$ cat src/sv/atfb_pkg.sv
package atfb_pkg;

  localparam int INT_DIGITS_DEF    = 10;
  localparam int A_FRAC_DIGITS_DEF = 3;

  // Decimal digits that any 32-bit value can need.
  localparam int U32_DIGITS = 10;
  localparam int U32_W      = 32;
  localparam int A_MILLI_W  = 10;
  localparam int CNT_W      = 6;

  localparam logic [7:0] CH_STX  = 8'h02;
  localparam logic [7:0] CH_ETX  = 8'h03;
  localparam logic [7:0] CH_LF   = 8'h0A;
  localparam logic [7:0] CH_DOT  = 8'h2E;
  localparam logic [7:0] CH_SEMI = 8'h3B;
  localparam logic [7:0] CH_ZERO = 8'h30;
  localparam logic [7:0] CH_A    = 8'h41;

  localparam int STEP_W = 5;
  typedef logic [STEP_W-1:0] step_t;
  localparam step_t STEP_IDLE = '0;

  typedef enum logic [2:0] {
    OP_IDLE,
    OP_EMIT,
    OP_JSO,
    OP_CONV,
    OP_DIGITS
  } op_e;

  typedef enum logic [2:0] {
    SRC_LIT,
    SRC_STATE,
    SRC_TENTH,
    SRC_SUM_HI,
    SRC_SUM_LO,
    SRC_F_INT,
    SRC_A_INT,
    SRC_A_FRAC
  } src_e;

  typedef struct packed {
    op_e        op;
    src_e       src;
    logic [7:0] lit;
    logic       sum_en;
    logic       last;
    step_t      target;
  } uword_t;

  function automatic logic [63:0] pow10(input int n);
    logic [63:0] p;
    int          i;
    p = 64'd1;
    for (i = 0; i < n; i++) begin
      p = p * 64'd10;
    end
    return p;
  endfunction

  function automatic logic [7:0] hex_char(input logic [3:0] nib);
    logic [7:0] r;
    if (nib < 4'd10) begin
      r = CH_ZERO + {4'b0000, nib};
    end else begin
      r = CH_A + {4'b0000, nib} - 8'd10;
    end
    return r;
  endfunction

endpackage

$ cat src/sv/atfb_ucode_rom.sv
module atfb_ucode_rom (
  input  atfb_pkg::step_t  step_i,
  output atfb_pkg::uword_t uw_o
);
  import atfb_pkg::*;

  // Entry point of the checksum trailer, shared by both frame kinds.
  localparam step_t STEP_CKSUM = step_t'(14);

  function automatic uword_t uw(input op_e op, input src_e src, input logic [7:0] lit,
                                input logic sum_en, input logic last, input step_t target);
    uword_t w;
    w.op     = op;
    w.src    = src;
    w.lit    = lit;
    w.sum_en = sum_en;
    w.last   = last;
    w.target = target;
    return w;
  endfunction

  always_comb begin
    case (step_i)
      5'd0:    uw_o = uw(OP_IDLE,   SRC_LIT,    8'h00,   1'b0, 1'b0, STEP_IDLE);
      5'd1:    uw_o = uw(OP_EMIT,   SRC_LIT,    CH_STX,  1'b0, 1'b0, STEP_IDLE);
      5'd2:    uw_o = uw(OP_EMIT,   SRC_STATE,  8'h00,   1'b1, 1'b0, STEP_IDLE);
      5'd3:    uw_o = uw(OP_JSO,    SRC_LIT,    8'h00,   1'b0, 1'b0, STEP_CKSUM);
      5'd4:    uw_o = uw(OP_CONV,   SRC_F_INT,  8'h00,   1'b0, 1'b0, STEP_IDLE);
      5'd5:    uw_o = uw(OP_DIGITS, SRC_F_INT,  8'h00,   1'b1, 1'b0, STEP_IDLE);
      5'd6:    uw_o = uw(OP_EMIT,   SRC_LIT,    CH_DOT,  1'b1, 1'b0, STEP_IDLE);
      5'd7:    uw_o = uw(OP_EMIT,   SRC_TENTH,  8'h00,   1'b1, 1'b0, STEP_IDLE);
      5'd8:    uw_o = uw(OP_EMIT,   SRC_LIT,    CH_SEMI, 1'b1, 1'b0, STEP_IDLE);
      5'd9:    uw_o = uw(OP_CONV,   SRC_A_INT,  8'h00,   1'b0, 1'b0, STEP_IDLE);
      5'd10:   uw_o = uw(OP_DIGITS, SRC_A_INT,  8'h00,   1'b1, 1'b0, STEP_IDLE);
      5'd11:   uw_o = uw(OP_EMIT,   SRC_LIT,    CH_DOT,  1'b1, 1'b0, STEP_IDLE);
      5'd12:   uw_o = uw(OP_CONV,   SRC_A_FRAC, 8'h00,   1'b0, 1'b0, STEP_IDLE);
      5'd13:   uw_o = uw(OP_DIGITS, SRC_A_FRAC, 8'h00,   1'b1, 1'b0, STEP_IDLE);
      5'd14:   uw_o = uw(OP_EMIT,   SRC_SUM_HI, 8'h00,   1'b0, 1'b0, STEP_IDLE);
      5'd15:   uw_o = uw(OP_EMIT,   SRC_SUM_LO, 8'h00,   1'b0, 1'b0, STEP_IDLE);
      5'd16:   uw_o = uw(OP_EMIT,   SRC_LIT,    CH_ETX,  1'b0, 1'b0, STEP_IDLE);
      5'd17:   uw_o = uw(OP_EMIT,   SRC_LIT,    CH_LF,   1'b0, 1'b1, STEP_IDLE);
      default: uw_o = uw(OP_IDLE,   SRC_LIT,    8'h00,   1'b0, 1'b0, STEP_IDLE);
    endcase
  end

endmodule

$ cat src/sv/atfb_bcd_conv.sv
module atfb_bcd_conv #(
  parameter int NDIG = atfb_pkg::U32_DIGITS
) (
  input  logic                          clk_i,
  input  logic                          rst_ni,
  input  logic                          start_i,
  input  logic [atfb_pkg::U32_W-1:0]    value_i,
  input  logic [atfb_pkg::CNT_W-1:0]    nbits_i,
  output logic                          busy_o,
  output logic [NDIG*4-1:0]             bcd_o
);
  import atfb_pkg::*;

  logic                busy_q;
  logic [CNT_W-1:0]    cnt_q;
  logic [U32_W-1:0]    sh_q;
  logic [NDIG*4-1:0]   bcd_q;
  logic [NDIG*4-1:0]   adj;

  // Shift-and-add-three: every digit of five or more is corrected before the shift.
  always_comb begin
    for (int i = 0; i < NDIG; i++) begin
      if (bcd_q[i*4 +: 4] >= 4'd5) begin
        adj[i*4 +: 4] = bcd_q[i*4 +: 4] + 4'd3;
      end else begin
        adj[i*4 +: 4] = bcd_q[i*4 +: 4];
      end
    end
  end

  always_ff @(posedge clk_i or negedge rst_ni) begin
    if (!rst_ni) begin
      busy_q <= 1'b0;
      cnt_q  <= '0;
    end else if (start_i) begin
      busy_q <= 1'b1;
      cnt_q  <= nbits_i;
    end else if (busy_q) begin
      cnt_q <= cnt_q - CNT_W'(1);
      if (cnt_q == CNT_W'(1)) begin
        busy_q <= 1'b0;
      end
    end
  end

  always_ff @(posedge clk_i) begin
    if (start_i) begin
      sh_q  <= value_i;
      bcd_q <= '0;
    end else if (busy_q) begin
      sh_q  <= {sh_q[U32_W-2:0], 1'b0};
      bcd_q <= {adj[NDIG*4-2:0], sh_q[U32_W-1]};
    end
  end

  assign busy_o = busy_q;
  assign bcd_o  = bcd_q;

endmodule

$ cat src/sv/ascii_telemetry_frame_builder.sv
// ASCII telemetry frame builder.
//
// The slave channel takes one record request per frame: tuser carries the
// request kind (state only, or state plus two measured values) and tdata the
// state byte and the split integer and fraction parts of both values. The
// master channel delivers the frame one byte per transfer, STX first and LF
// last, with tlast set on the LF byte.
//
// A state-only frame is six bytes; the sequencer is back on its idle step, and
// ready for the next request, in the same cycle that its LF byte is presented.
// A data-pair frame's length depends on the digit counts of the two integers.
// Each of the three decimal conversions runs on one shared shift-and-add-three
// unit at one bit a cycle, over all 32 bits of each integer and the 10 bits of
// the fraction. The slave side is ready only while the sequencer sits on its
// idle step.
//
// Reset clears the step counter and the output valid flag; the block then
// waits for a request. When the receiver stalls, the byte sits in the output
// register and the next byte-emitting step holds until the byte is taken.
module ascii_telemetry_frame_builder #(
  parameter int INT_DIGITS    = atfb_pkg::INT_DIGITS_DEF,
  parameter int A_FRAC_DIGITS = atfb_pkg::A_FRAC_DIGITS_DEF
) (
  input  logic        clk_i,
  input  logic        rst_ni,
  input  logic        s_axis_tvalid_i,
  output logic        s_axis_tready_o,
  // state_code [7:0], f_int [39:8], f_tenth [43:40], a_int [75:44],
  // a_milli [85:76], zero fill [87:86]
  input  logic [87:0] s_axis_tdata_i,
  // req_type [0]
  input  logic        s_axis_tuser_i,
  output logic        m_axis_tvalid_o,
  input  logic        m_axis_tready_i,
  // tx_byte [7:0]
  output logic [7:0]  m_axis_tdata_o,
  // last_byte
  output logic        m_axis_tlast_o
);
  import atfb_pkg::*;

  // An integer never needs more digits than a 32-bit value can have, and the
  // shared converter must hold the wider of the integer and fraction fields.
  localparam int ND_INT = (INT_DIGITS < U32_DIGITS) ? INT_DIGITS : U32_DIGITS;
  localparam int NDIG   = (ND_INT > A_FRAC_DIGITS) ? ND_INT : A_FRAC_DIGITS;
  localparam int DIGW   = (NDIG > 1) ? $clog2(NDIG) : 1;

  localparam logic [63:0]     INT_LIM  = pow10(INT_DIGITS) - 64'd1;
  localparam logic [63:0]     FRAC_LIM = pow10(A_FRAC_DIGITS) - 64'd1;
  localparam logic [DIGW-1:0] FRAC_TOP = DIGW'(A_FRAC_DIGITS - 1);

  // Captured request, already saturated to what the frame can print.
  logic                 req_q;
  logic [7:0]           state_q;
  logic [U32_W-1:0]     f_int_q;
  logic [3:0]           ften_q;
  logic [U32_W-1:0]     a_int_q;
  logic [A_MILLI_W-1:0] afr_q;

  logic [U32_W-1:0]     f_int_in;
  logic [3:0]           ften_in;
  logic [U32_W-1:0]     a_int_in;
  logic [A_MILLI_W-1:0] afr_in;

  // Sequencer and datapath control.
  step_t            step_q, step_d;
  logic [DIGW-1:0]  ptr_q, ptr_d;
  logic [7:0]       sum_q, sum_d;
  logic             started_q, started_d;
  logic             m_valid_q, m_valid_d;
  logic [7:0]       m_data_q;
  logic             m_last_q;

  uword_t           uw;
  logic             load;
  logic             out_free;
  logic             emit;
  logic [7:0]       emit_byte;
  logic             emit_last;

  logic             cv_start;
  logic             cv_busy;
  logic [U32_W-1:0] cv_value;
  logic [CNT_W-1:0] cv_nbits;
  logic [NDIG*4-1:0] cv_bcd;
  logic [DIGW-1:0]  msd;
  logic [3:0]       digit;

  atfb_ucode_rom u_rom (
    .step_i (step_q),
    .uw_o   (uw)
  );

  atfb_bcd_conv #(
    .NDIG (NDIG)
  ) u_conv (
    .clk_i   (clk_i),
    .rst_ni  (rst_ni),
    .start_i (cv_start),
    .value_i (cv_value),
    .nbits_i (cv_nbits),
    .busy_o  (cv_busy),
    .bcd_o   (cv_bcd)
  );

  // Saturation of the incoming fields happens once, on capture.
  always_comb begin
    f_int_in = s_axis_tdata_i[39:8];
    a_int_in = s_axis_tdata_i[75:44];
    ften_in  = s_axis_tdata_i[43:40];
    afr_in   = s_axis_tdata_i[85:76];
    if ({32'd0, f_int_in} > INT_LIM) begin
      f_int_in = INT_LIM[U32_W-1:0];
    end
    if ({32'd0, a_int_in} > INT_LIM) begin
      a_int_in = INT_LIM[U32_W-1:0];
    end
    if (ften_in > 4'd9) begin
      ften_in = 4'd9;
    end
    if ({54'd0, afr_in} > FRAC_LIM) begin
      afr_in = FRAC_LIM[A_MILLI_W-1:0];
    end
  end

  // The fraction is left-aligned so that the converter shifts out its bits first.
  always_comb begin
    case (uw.src)
      SRC_A_INT: begin
        cv_value = a_int_q;
        cv_nbits = CNT_W'(U32_W);
      end
      SRC_A_FRAC: begin
        cv_value = {afr_q, {(U32_W-A_MILLI_W){1'b0}}};
        cv_nbits = CNT_W'(A_MILLI_W);
      end
      default: begin
        cv_value = f_int_q;
        cv_nbits = CNT_W'(U32_W);
      end
    endcase
  end

  // Most significant non-zero digit; a zero value prints as a single '0'.
  always_comb begin
    msd = '0;
    for (int i = 0; i < NDIG; i++) begin
      if (cv_bcd[i*4 +: 4] != 4'd0) begin
        msd = DIGW'(i);
      end
    end
  end

  assign digit    = cv_bcd[ptr_q*4 +: 4];
  assign out_free = !m_valid_q || m_axis_tready_i;

  always_comb begin
    step_d    = step_q;
    ptr_d     = ptr_q;
    sum_d     = sum_q;
    started_d = started_q;
    load      = 1'b0;
    emit      = 1'b0;
    emit_byte = uw.lit;
    emit_last = 1'b0;
    cv_start  = 1'b0;
    case (uw.op)
      OP_IDLE: begin
        if (s_axis_tvalid_i) begin
          load   = 1'b1;
          sum_d  = '0;
          step_d = step_q + step_t'(1);
        end
      end
      OP_EMIT: begin
        case (uw.src)
          SRC_STATE:  emit_byte = state_q;
          SRC_TENTH:  emit_byte = CH_ZERO + {4'b0000, ften_q};
          SRC_SUM_HI: emit_byte = hex_char(sum_q[7:4]);
          SRC_SUM_LO: emit_byte = hex_char(sum_q[3:0]);
          default:    emit_byte = uw.lit;
        endcase
        if (out_free) begin
          emit      = 1'b1;
          emit_last = uw.last;
          if (uw.sum_en) begin
            sum_d = sum_q + emit_byte;
          end
          step_d = uw.last ? STEP_IDLE : step_q + step_t'(1);
        end
      end
      OP_JSO: begin
        step_d = req_q ? step_q + step_t'(1) : uw.target;
      end
      OP_CONV: begin
        // The step first kicks the converter, then waits for it to finish.
        if (!started_q) begin
          cv_start  = 1'b1;
          started_d = 1'b1;
        end else if (!cv_busy) begin
          started_d = 1'b0;
          ptr_d     = (uw.src == SRC_A_FRAC) ? FRAC_TOP : msd;
          step_d    = step_q + step_t'(1);
        end
      end
      OP_DIGITS: begin
        emit_byte = CH_ZERO + {4'b0000, digit};
        if (out_free) begin
          emit  = 1'b1;
          sum_d = sum_q + emit_byte;
          if (ptr_q == '0) begin
            step_d = step_q + step_t'(1);
          end else begin
            ptr_d = ptr_q - DIGW'(1);
          end
        end
      end
      default: begin
        step_d = STEP_IDLE;
      end
    endcase

    if (emit) begin
      m_valid_d = 1'b1;
    end else if (m_axis_tready_i) begin
      m_valid_d = 1'b0;
    end else begin
      m_valid_d = m_valid_q;
    end
  end

  always_ff @(posedge clk_i or negedge rst_ni) begin
    if (!rst_ni) begin
      step_q    <= STEP_IDLE;
      ptr_q     <= '0;
      sum_q     <= '0;
      started_q <= 1'b0;
      m_valid_q <= 1'b0;
    end else begin
      step_q    <= step_d;
      ptr_q     <= ptr_d;
      sum_q     <= sum_d;
      started_q <= started_d;
      m_valid_q <= m_valid_d;
    end
  end

  always_ff @(posedge clk_i) begin
    if (load) begin
      req_q   <= s_axis_tuser_i;
      state_q <= s_axis_tdata_i[7:0];
      f_int_q <= f_int_in;
      ften_q  <= ften_in;
      a_int_q <= a_int_in;
      afr_q   <= afr_in;
    end
    if (emit) begin
      m_data_q <= emit_byte;
      m_last_q <= emit_last;
    end
  end

  assign s_axis_tready_o = (uw.op == OP_IDLE);
  assign m_axis_tvalid_o = m_valid_q;
  assign m_axis_tdata_o  = m_data_q;
  assign m_axis_tlast_o  = m_last_q;

  // The converter is never left running once the program has returned to idle.
  a_idle_conv: assert property (@(posedge clk_i) disable iff (!rst_ni)
    s_axis_tready_o |-> !cv_busy)
    else $error("converter busy while the sequencer is idle");

  // Only the closing LF byte carries the end-of-frame mark.
  a_last_lf: assert property (@(posedge clk_i) disable iff (!rst_ni)
    (m_axis_tvalid_o && m_axis_tlast_o) |-> (m_axis_tdata_o == CH_LF))
    else $error("end of frame marked on a byte other than LF");

  // The digit pointer stays within the converter's digits.
  a_ptr_range: assert property (@(posedge clk_i) disable iff (!rst_ni)
    (uw.op == OP_DIGITS) |-> (int'(ptr_q) < NDIG))
    else $error("digit pointer beyond the converted digits");

  // An accepted request always moves the program off its idle step.
  a_accept_busy: assert property (@(posedge clk_i) disable iff (!rst_ni)
    (s_axis_tvalid_i && s_axis_tready_o) |=> !s_axis_tready_o)
    else $error("sequencer still idle after accepting a request");

endmodule
$ cat config.mk
export PLATFORM = sky130hd
export DESIGN_NAME = ascii_telemetry_frame_builder
export DESIGN_NICKNAME = d
export VERILOG_FILES = /design/src/sv/atfb_pkg.sv /design/src/sv/atfb_ucode_rom.sv /design/src/sv/atfb_bcd_conv.sv /design/src/sv/ascii_telemetry_frame_builder.sv
export SDC_FILE = /design/constraint.sdc
export NUM_CORES = 1
export LEC_CHECK = 0
export BUFFER_PORTS_ARGS = -buffer_cell sky130_fd_sc_hd__buf_2
export CAP_MARGIN = 10
export CORE_MARGIN = 3
export CORE_UTILIZATION = 40
export DETAILED_ROUTE_END_ITERATION = 10
export PLACE_DENSITY = 0.64
export SLEW_MARGIN = 15
export SYNTH_ARGS = -nofsm -noshare
export SYNTH_HDL_FRONTEND = slang
export SYNTH_HIERARCHICAL = 1
export SYNTH_SLANG_ARGS = --single-unit
$ cat constraint.sdc
create_clock -name clk_i -period 6.4 [get_ports clk_i]
set_clock_uncertainty 0.15 [all_clocks]
set_input_delay 0.64 -clock clk_i [delete_from_list [all_inputs] [get_ports clk_i]]
set_output_delay 0.64 -clock clk_i [all_outputs]
set_load 0.005 [all_outputs]
==> flow_results.xml, run 1 <==
<?xml version="1.0" encoding="UTF-8"?>
<metrics>
  <group name="run_status">
    <metric name="outcome" unit="">complete, no violations</metric>
  </group>
  <group name="sta">
    <metric name="hold-worst-slack" unit="ns">0.07601</metric>
    <metric name="finalWorstPathRequiredPeriod" unit="ns">4.704</metric>
    <metric name="rsz_0062_raised_after_global_routing" unit="">false</metric>
    <metric name="finalSetupViolations" unit="">0</metric>
    <metric name="timing.setup.tns" unit="ns">0</metric>
    <metric name="slew_violations" unit="">0</metric>
    <metric name="timing.fmax" unit="MHz">212.6</metric>
    <metric name="finalHoldViolations" unit="">0</metric>
    <metric name="timing.final.crit_share" unit="%">73.50</metric>
    <metric name="maxSlewHeadroom" unit="%">33.53</metric>
    <metric name="slew_worst_pin" unit="ns">0.9935</metric>
    <metric name="setup_slack" unit="ns">1.696</metric>
  </group>
  <group name="route">
    <metric name="detail_route.first_pass.iterations" unit="">5</metric>
    <metric name="dr_total_vias" unit="">8003</metric>
    <metric name="sum_of_routed_wire_length_over_all_layers" unit="um">22710</metric>
    <metric name="antenna_violating_nets_post_route" unit="">0</metric>
    <metric name="route.detailed.vias_per_inst" unit="">5.512</metric>
    <metric name="initialDrtViolationCount" unit="">736</metric>
    <metric name="route.detailed.drc" unit="">0</metric>
    <metric name="avgRoutedWirePerCell" unit="um">15.64</metric>
  </group>
  <group name="clocking">
    <metric name="ctsRootBufferMaster" unit="">sky130_fd_sc_hd__clkbuf_16</metric>
    <metric name="cts_made_buffers" unit="">17</metric>
    <metric name="cts.reportedPaths.clkPinSlew" unit="ns">0.08</metric>
    <metric name="post-cts-setup-buffer-count" unit="">0</metric>
    <metric name="clock_insertion_delay_worst_skew" unit="ns">0.44</metric>
    <metric name="cts_max_level" unit="">4</metric>
    <metric name="clockBufferDepth" unit="">2</metric>
    <metric name="clock_sink_total" unit="">194</metric>
    <metric name="tritoncts_clock_tree" unit="">done</metric>
    <metric name="post_cts_resized" unit="">0</metric>
    <metric name="holdBufCountCts" unit="">0</metric>
  </group>
  <group name="global_routing">
    <metric name="groute.usage.overall" unit="%">15.72</metric>
    <metric name="grt_overflow" unit="">0</metric>
    <metric name="antenna_violations_before_repair" unit="">0</metric>
    <metric name="grt_pass1_wl" unit="um">37530</metric>
    <metric name="grt_start_max_net_pins" unit="">92</metric>
    <metric name="first_global_vias" unit="">7474</metric>
  </group>
  <group name="place">
    <metric name="io_buffer_count" unit="">101</metric>
    <metric name="placed_cell_area" unit="um^2">11500</metric>
    <metric name="place_hpwl" unit="um">15470</metric>
    <metric name="dpl_worst_slack" unit="ns">1.736</metric>
    <metric name="gp_routability_congestion" unit="">0.8407</metric>
  </group>
  <group name="floorplan">
    <metric name="dieArea" unit="um^2">29030</metric>
    <metric name="fp.dieW" unit="um">170.4</metric>
    <metric name="io_pins" unit="">104</metric>
    <metric name="fp-row-count" unit="">59</metric>
    <metric name="core-area" unit="um^2">26280</metric>
    <metric name="die_span_y" unit="um">170.4</metric>
    <metric name="effective_utilization_at_floorplan" unit="%">41.13</metric>
  </group>
  <group name="critical_path">
    <metric name="worst-endpoint-arrival" unit="ns">4.86</metric>
    <metric name="cp.required" unit="ns">6.56</metric>
    <metric name="timing.setup.critical_path_class" unit="">register to register</metric>
    <metric name="critPathMaxFanout" unit="">20</metric>
    <metric name="cp-start-kind" unit="">register</metric>
    <metric name="type_of_destination_of_the_critical_path" unit="">register</metric>
  </group>
  <group name="power_and_ir_drop">
    <metric name="power.ir.vdd_worst" unit="V">0.0002428</metric>
    <metric name="cellPowerDensity" unit="nW/um^2">582.5</metric>
    <metric name="power.static_leakage" unit="nW">4.676</metric>
  </group>
  <group name="layout">
    <metric name="n_fill_cell" unit="">2469</metric>
    <metric name="finish.net_count" unit="">1238</metric>
    <metric name="layout.cell_area.non_filler" unit="um^2">12160</metric>
    <metric name="fin_util" unit="%">46.28</metric>
    <metric name="areaGrowthSynthToFinish" unit="%">12.51</metric>
    <metric name="drive_gt1_share" unit="%">19.70</metric>
    <metric name="antenna_cells_inserted" unit="">0</metric>
  </group>
  <group name="synth">
    <metric name="synthesis.area" unit="um^2">10810</metric>
    <metric name="synth_flop_cell" unit="">sky130_fd_sc_hd__edfxtp_1</metric>
    <metric name="synth-edff-count" unit="">128</metric>
    <metric name="async_set_or_reset_flop_fraction_in_the_synthesized_netlist" unit="%">13.40</metric>
    <metric name="synth-seq-cells" unit="">194</metric>
    <metric name="yosys.cell_types.count" unit="">82</metric>
    <metric name="synthesis.yosys.warnings" unit="">6</metric>
    <metric name="synth_cells" unit="">1038</metric>
    <metric name="syn_area_per_cell" unit="um^2">10.41</metric>
    <metric name="ys_seq_area_share" unit="%">48.99</metric>
  </group>
  <group name="min_path">
    <metric name="min-delay-path-class" unit="">input pin to asynchronous set/reset pin</metric>
  </group>
  <group name="run">
    <metric name="max_cap_viol_count" unit="">0</metric>
  </group>
</metrics>
per-layer routing:
layer  global-route usage, %  wire (um)  up-vias
met5                       0          0        -
met4                   3.633        242        0
met3                   2.741       1033       22
met2                   25.02      10660      192
met1                   22.52      10780     3820
li1                        -          -     3969
cell usage after synthesis, types with 5 or more instances:
cell,n,share of area (%)
sky130_fd_sc_hd__o22ai_1,14,0.81
sky130_fd_sc_hd__o211ai_1,5,0.35
sky130_fd_sc_hd__nor2b_1,14,0.81
sky130_fd_sc_hd__or2_2,5,0.29
sky130_fd_sc_hd__clkbuf_1,25,0.87
sky130_fd_sc_hd__a311oi_2,8,1.1
sky130_fd_sc_hd__mux4_1,7,1.7
sky130_fd_sc_hd__inv_1,63,2.2
sky130_fd_sc_hd__mux2_2,36,3.8
sky130_fd_sc_hd__a21o_1,7,0.49
sky130_fd_sc_hd__nand3_1,19,0.88
sky130_fd_sc_hd__o32ai_1,10,0.81
sky130_fd_sc_hd__nand2_1,96,3.3
sky130_fd_sc_hd__a32oi_1,5,0.41
sky130_fd_sc_hd__a211oi_1,5,0.35
sky130_fd_sc_hd__o21ai_0,85,3.9
sky130_fd_sc_hd__o31ai_1,5,0.35
sky130_fd_sc_hd__nor4_1,8,0.46
sky130_fd_sc_hd__nor3_1,23,1.1
sky130_fd_sc_hd__nor2_1,44,1.5
sky130_fd_sc_hd__a21bo_2,8,0.74
sky130_fd_sc_hd__dfxtp_1,40,7.4
sky130_fd_sc_hd__dfrtp_1,26,6.0
sky130_fd_sc_hd__buf_4,11,0.76
sky130_fd_sc_hd__and2_1,5,0.29
sky130_fd_sc_hd__a221oi_1,5,0.41
sky130_fd_sc_hd__o22a_2,8,0.74
sky130_fd_sc_hd__xnor2_1,9,0.73
sky130_fd_sc_hd__a31oi_1,11,0.64
sky130_fd_sc_hd__mux2i_1,20,1.9
sky130_fd_sc_hd__ha_1,40,4.6
sky130_fd_sc_hd__a21oi_1,56,2.6
sky130_fd_sc_hd__buf_2,26,1.2
sky130_fd_sc_hd__edfxtp_1,128,36
sky130_fd_sc_hd__o21ai_1,19,0.88
sky130_fd_sc_hd__or3_1,13,0.75
sky130_fd_sc_hd__nand4_1,14,0.81
sky130_fd_sc_hd__nand2b_1,31,1.8
sky130_fd_sc_hd__o21a_1,5,0.35
registers in the layout, summed over array words and instances (netlist names), 4 cells and up:
name and cells:
step_q 5, f_int_q 32, m_axis_tdata_o 8, afr_q 10, ften_q 4, state_q 8, u_conv/cnt_q 6, sum_q 8
ptr_q 4, u_conv/bcd_o 40, u_conv/sh_q 32, a_int_q 32
cells by family after synthesis:
| logic type | Yosys count | share of synthesized area (%) |
|---|---|---|
| compound gates | 288 | 17.57 |
| xor+xnor | 12 | 0.9724 |
| fa+ha+maj | 42 | 4.908 |
| buf+inv | 132 | 5.487 |
| flops | 194 | 48.99 |
| mux | 64 | 7.512 |
| other cells | 2 | 0.06948 |
| simple gates | 304 | 14.49 |
cells in the final DEF, fill, tap and decap left out, drive strengths merged, types with 6 or more instances in the layout:
cell / instances
a21bo: 8
a21o: 7
a21oi: 56
a311oi: 8
a31oi: 11
buf: 109
clkbuf: 17
conb: 7
dfrtp: 26
dfxtp: 40
edfxtp: 128
ha: 40
inv: 78
mux2: 36
mux2i: 20
mux4: 8
nand2: 96
nand2b: 31
nand3: 19
nand4: 14
nor2: 44
nor2b: 14
nor3: 23
nor4: 8
o211ai: 7
o21ai: 104
o22a: 11
o22ai: 14
o32ai: 10
or2: 6
or3: 13
xnor2: 9
critical path: stages (launching register included):
cell and delay [ns]:
sky130_fd_sc_hd__dfrtp_1 0.55, sky130_fd_sc_hd__inv_1 0.15, sky130_fd_sc_hd__ha_1 0.37, sky130_fd_sc_hd__nor2b_1 0.19, sky130_fd_sc_hd__o21ai_0 0.11, sky130_fd_sc_hd__a21oi_1 0.18, sky130_fd_sc_hd__buf_4 0.26, sky130_fd_sc_hd__clkinv_1 0.27
sky130_fd_sc_hd__nor3_1 0.27, sky130_fd_sc_hd__a211oi_1 0.08, sky130_fd_sc_hd__o21ai_0 0.44, sky130_fd_sc_hd__o21ai_0 0.18, sky130_fd_sc_hd__ha_1 0.30, sky130_fd_sc_hd__a21o_1 0.14, sky130_fd_sc_hd__nand4_1 0.14, sky130_fd_sc_hd__a32oi_1 0.45
sky130_fd_sc_hd__mux2i_1 0.24, sky130_fd_sc_hd__o2111ai_1 0.11
layout make-up:
type                            count  area (um^2)  share of cell area, %
Sequential cell                   194         5296                  43.55
Multi-Input combinational cell    717         4965                  40.82
Timing Repair Buffer              109        578.1                  4.753
Clock buffer                       17        425.4                  3.498
Tap cell                          335        419.2                  3.446
Inverter                           65        244.0                  2.006
Clock inverter                     15        234.0                  1.924
power by group:
group | switching, mW | internal [mW]
sequential | 0.503 | 2.08
clock | 0.615 | 0.569
combinational | 1.89 | 1.43
stage by stage:
stage	power, mW	instances
2_1_floorplan	5.136	1043
3_3_place_gp	5.819	1420
3_5_place_dp	5.918	1420
4_1_cts	7.125	1452
5_1_grt	7.679	1452
6_report	7.084	1452
path summary, 6_finish.rpt:
path / startpoint / end / slack (ns) / cells after the start
worst max-delay path: step_q[1] / sum_q[7] / 1.70 / 17
worst min-delay path: rst_ni / u_conv/cnt_q[0] / 0.08 / 1
worst max register to register: step_q[1] / sum_q[7] / 1.70 / 17
worst min register to register: u_conv/sh_q[31] / u_conv/bcd_o[0] / 0.34 / 2
max in group asynchronous: rst_ni / u_conv/busy_o / 5.55 / 1
min in group clk_i: s_axis_tdata_i[62] / a_int_q[18] / 0.21 / 1
(Power assumes the default switching activity.)
==> run 2: changes to the inputs <==
- PLACE_DENSITY: 0.64 -> 0.66
- clock period: 6.4 -> 3.85 ns (I/O delays scaled with it)
==> run 2 against run 1 <==
  * The flow now finishes with violations (setup timing)
  * Non-clock buffer count grew 149
  * Utilization grew 5.9 points
  * Clock power grew 64%
  * Combinational power is 110% higher
  * Via count increased by 8.9%
  * Register-to-register slack got worse by 1.8 ns
  * First-iteration DRC count down 13%
  * Routed wire length up 14%
  * Clock-buffer cell count unchanged
  * Hold slack got worse by 0.032 ns
  * Flip-flop and latch count stayed put
  * Largest power group unchanged
  * Highest routed layer unchanged
==> flow_results.xml, run 2 (synthesis gave the netlist of run 1 again) <==
<?xml version="1.0" encoding="UTF-8"?>
<metrics>
  <group name="critical_path">
    <metric name="worst-endpoint-arrival" unit="ns">4.09</metric>
    <metric name="path_delay_family" unit="">simple AND/OR/NAND/NOR gates</metric>
    <metric name="cp_cell_sequence" unit="">inv_2 &gt; buf_6 &gt; ha_2 &gt; mux2i_1 &gt; nor3_1 &gt; or3_4 &gt; or4_1 &gt; o31ai_1 &gt; a31oi_1 &gt; o21ai_1 &gt; o21ai_1 &gt; ha_1 &gt; a21o_1 &gt; nand4_1 &gt; a32oi_2 &gt; buf_4 &gt; mux2i_1 &gt; o2111ai_1</metric>
    <metric name="crit_buf_inv" unit="">3</metric>
    <metric name="cp_slowest_stage_delay" unit="ns">0.42</metric>
    <metric name="critPathMaxFanout" unit="">3</metric>
    <metric name="timing.setup.critical_path_class" unit="">register to register</metric>
    <metric name="type_of_destination_of_the_critical_path" unit="">register</metric>
    <metric name="cp.required" unit="ns">4.01</metric>
    <metric name="worst_path_max_delay_cell" unit="">sky130_fd_sc_hd__dfrtp_1</metric>
    <metric name="cp-start-kind" unit="">register</metric>
  </group>
  <group name="floorplan">
    <metric name="io_pins" unit="">104</metric>
    <metric name="fp.dieW" unit="um">170.4</metric>
    <metric name="effective_utilization_at_floorplan" unit="%">41.13</metric>
    <metric name="fp-row-count" unit="">59</metric>
    <metric name="die_span_y" unit="um">170.4</metric>
    <metric name="core-area" unit="um^2">26280</metric>
    <metric name="dieArea" unit="um^2">29030</metric>
  </group>
  <group name="layout">
    <metric name="multi_input_area" unit="um^2">5129</metric>
    <metric name="finalNonFillerCells" unit="">1601</metric>
    <metric name="mostFrequentLayoutCells" unit="">sky130_fd_sc_hd__edfxtp_1, sky130_fd_sc_hd__buf_2, sky130_fd_sc_hd__nand2_1</metric>
    <metric name="mostFrequentLayoutCell" unit="">sky130_fd_sc_hd__edfxtp_1</metric>
    <metric name="layout.cell_area.non_filler" unit="um^2">13720</metric>
    <metric name="largest_register_ff_count" unit="">40</metric>
    <metric name="finish.net_count" unit="">1387</metric>
    <metric name="n_fill_cell" unit="">2268</metric>
    <metric name="sequential_cell_area" unit="um^2">5299</metric>
    <metric name="antenna_cells_inserted" unit="">0</metric>
    <metric name="drive_gt1_share" unit="%">25.20</metric>
    <metric name="areaGrowthSynthToFinish" unit="%">26.96</metric>
  </group>
  <group name="sta">
    <metric name="timing.fmax" unit="MHz">254.6</metric>
    <metric name="slew_violations" unit="">0</metric>
    <metric name="finalSetupViolations" unit="">1</metric>
    <metric name="maxSlewHeadroom" unit="%">33.69</metric>
    <metric name="slew_worst_pin" unit="ns">0.9946</metric>
    <metric name="rsz_0062_raised_after_global_routing" unit="">true</metric>
    <metric name="timing.final.crit_share" unit="%">102.0</metric>
    <metric name="setup_slack" unit="ns">-0.07725</metric>
    <metric name="finalHoldViolations" unit="">0</metric>
    <metric name="finalWorstPathRequiredPeriod" unit="ns">3.927</metric>
  </group>
  <group name="power_and_ir_drop">
    <metric name="power.sequential.fraction" unit="%">32.6</metric>
    <metric name="power.static_leakage" unit="nW">5.390</metric>
    <metric name="power_switching_share" unit="%">41.53</metric>
    <metric name="power.ir.vdd_worst" unit="V">0.0004677</metric>
    <metric name="power.clock.fraction" unit="%">14.9</metric>
    <metric name="comb_power_share" unit="%">52.5</metric>
    <metric name="p_int" unit="mW">7.597</metric>
    <metric name="cellPowerDensity" unit="nW/um^2">946.8</metric>
    <metric name="total_power" unit="mW">12.99</metric>
    <metric name="p_sw" unit="mW">5.396</metric>
  </group>
  <group name="clocking">
    <metric name="cts.reportedPaths.clkPinSlew" unit="ns">0.09</metric>
    <metric name="ctsRootBufferMaster" unit="">sky130_fd_sc_hd__clkbuf_16</metric>
    <metric name="clock_sink_total" unit="">194</metric>
    <metric name="cts_max_level" unit="">4</metric>
    <metric name="clockBufferDepth" unit="">2</metric>
    <metric name="tritoncts_clock_tree" unit="">done</metric>
    <metric name="cts_made_buffers" unit="">17</metric>
    <metric name="clock_insertion_delay_worst_skew" unit="ns">0.45</metric>
  </group>
  <group name="global_routing">
    <metric name="first_global_vias" unit="">8548</metric>
    <metric name="groute.usage.overall" unit="%">17.97</metric>
    <metric name="grt_start_max_net_pins" unit="">65</metric>
    <metric name="antenna_violations_before_repair" unit="">0</metric>
    <metric name="grt_overflow" unit="">0</metric>
    <metric name="grt_pass1_wl" unit="um">42620</metric>
  </group>
  <group name="place">
    <metric name="placedCellCount" unit="">1475</metric>
    <metric name="io_buffer_count" unit="">101</metric>
    <metric name="place_hpwl" unit="um">16500</metric>
    <metric name="gp_routability_congestion" unit="">0.8460</metric>
    <metric name="placed_cell_area" unit="um^2">11970</metric>
    <metric name="dpl_worst_slack" unit="ns">-0.05851</metric>
  </group>
  <group name="run_status">
    <metric name="failed_checks" unit="">setup timing</metric>
    <metric name="outcome" unit="">finished with violations</metric>
  </group>
  <group name="route">
    <metric name="dr_total_vias" unit="">8716</metric>
    <metric name="detail_route.first_pass.iterations" unit="">5</metric>
    <metric name="avgRoutedWirePerCell" unit="um">16.24</metric>
    <metric name="route.detailed.vias_per_inst" unit="">5.444</metric>
    <metric name="route.detailed.drc" unit="">0</metric>
    <metric name="sum_of_routed_wire_length_over_all_layers" unit="um">25990</metric>
    <metric name="antenna_violating_nets_post_route" unit="">0</metric>
    <metric name="initialDrtViolationCount" unit="">640</metric>
  </group>
  <group name="min_path">
    <metric name="min-delay-path-class" unit="">input pin to register</metric>
  </group>
  <group name="run">
    <metric name="max_cap_viol_count" unit="">0</metric>
  </group>
</metrics>
-- run 2: final cells by class --
type,instances,area share [%]
sequential,194,38.61
multi-input combinational,717,37.37
timing repair buffer,258,14.41
clock buffer,17,3.100
tap,335,3.054
inverter,65,1.787
clock inverter,15,1.659
-- run 2: power groups by stage --
stage               Sequential [mW]  Clock (mW)  Combinational (mW)
floorplan                      3.96           0                4.58
global placement               4.24           0                6.15
detailed placement             4.27           0                6.29
CTS                            4.23        1.98                6.48
global route                   4.39        2.06                7.56
finish                         4.24        1.94                6.82
-- run 2: path summary, 6_finish.rpt --
kind	start	endpoint	slack, ns	depth (start not counted)
worst min register to register	u_conv/sh_q[31]	u_conv/bcd_o[0]	0.35	2
min in group asynchronous	rst_ni	u_conv/cnt_q[4]	0.37	2
worst min-delay path	s_axis_tdata_i[40]	ften_q[0]	0.04	2
max in group asynchronous	rst_ni	step_q[2]	2.70	2
worst max-delay path	step_q[0]	sum_q[7]	-0.08	18
worst max register to register	step_q[0]	sum_q[7]	-0.08	18
-- run 2: through the flow --
step,util (%),hold WS (ns),setup TNS [ns]
after floorplan,-,-0.06059,0
after global placement,45.56,0.3181,-0.03042
after detailed placement,45.56,0.3277,-0.08025
after CTS,51.44,0.02220,0
after global routing,52.22,0.02896,-0.4653
final,52.22,0.04354,-0.07725
-- run 2: routing by layer --
| metal | vias to the layer above | part of all wire (%) | routed length, um | global-route usage, % |
|---|---|---|---|---|
| li1 | 4275 | - | - | - |
| met1 | 4184 | 46 | 12050 | 24.94 |
| met2 | 216 | 47 | 12320 | 28.90 |
| met3 | 41 | 4.3 | 1116 | 3.461 |
| met4 | 0 | 1.9 | 501 | 4.938 |
| met5 | - | 0 | 0 | 0 |
-- run 2: repair_timing --
action | 4_1_cts | 5_1_grt
endpoints found under the setup margin | 2 | 4
cloned | 1 | 0
pin swaps | 9 | 19
endpoints found under the hold margin | 105 | 0
buffers inserted | 7 | 7
resized for setup | 14 | 37
hold buffers | 80 | 0
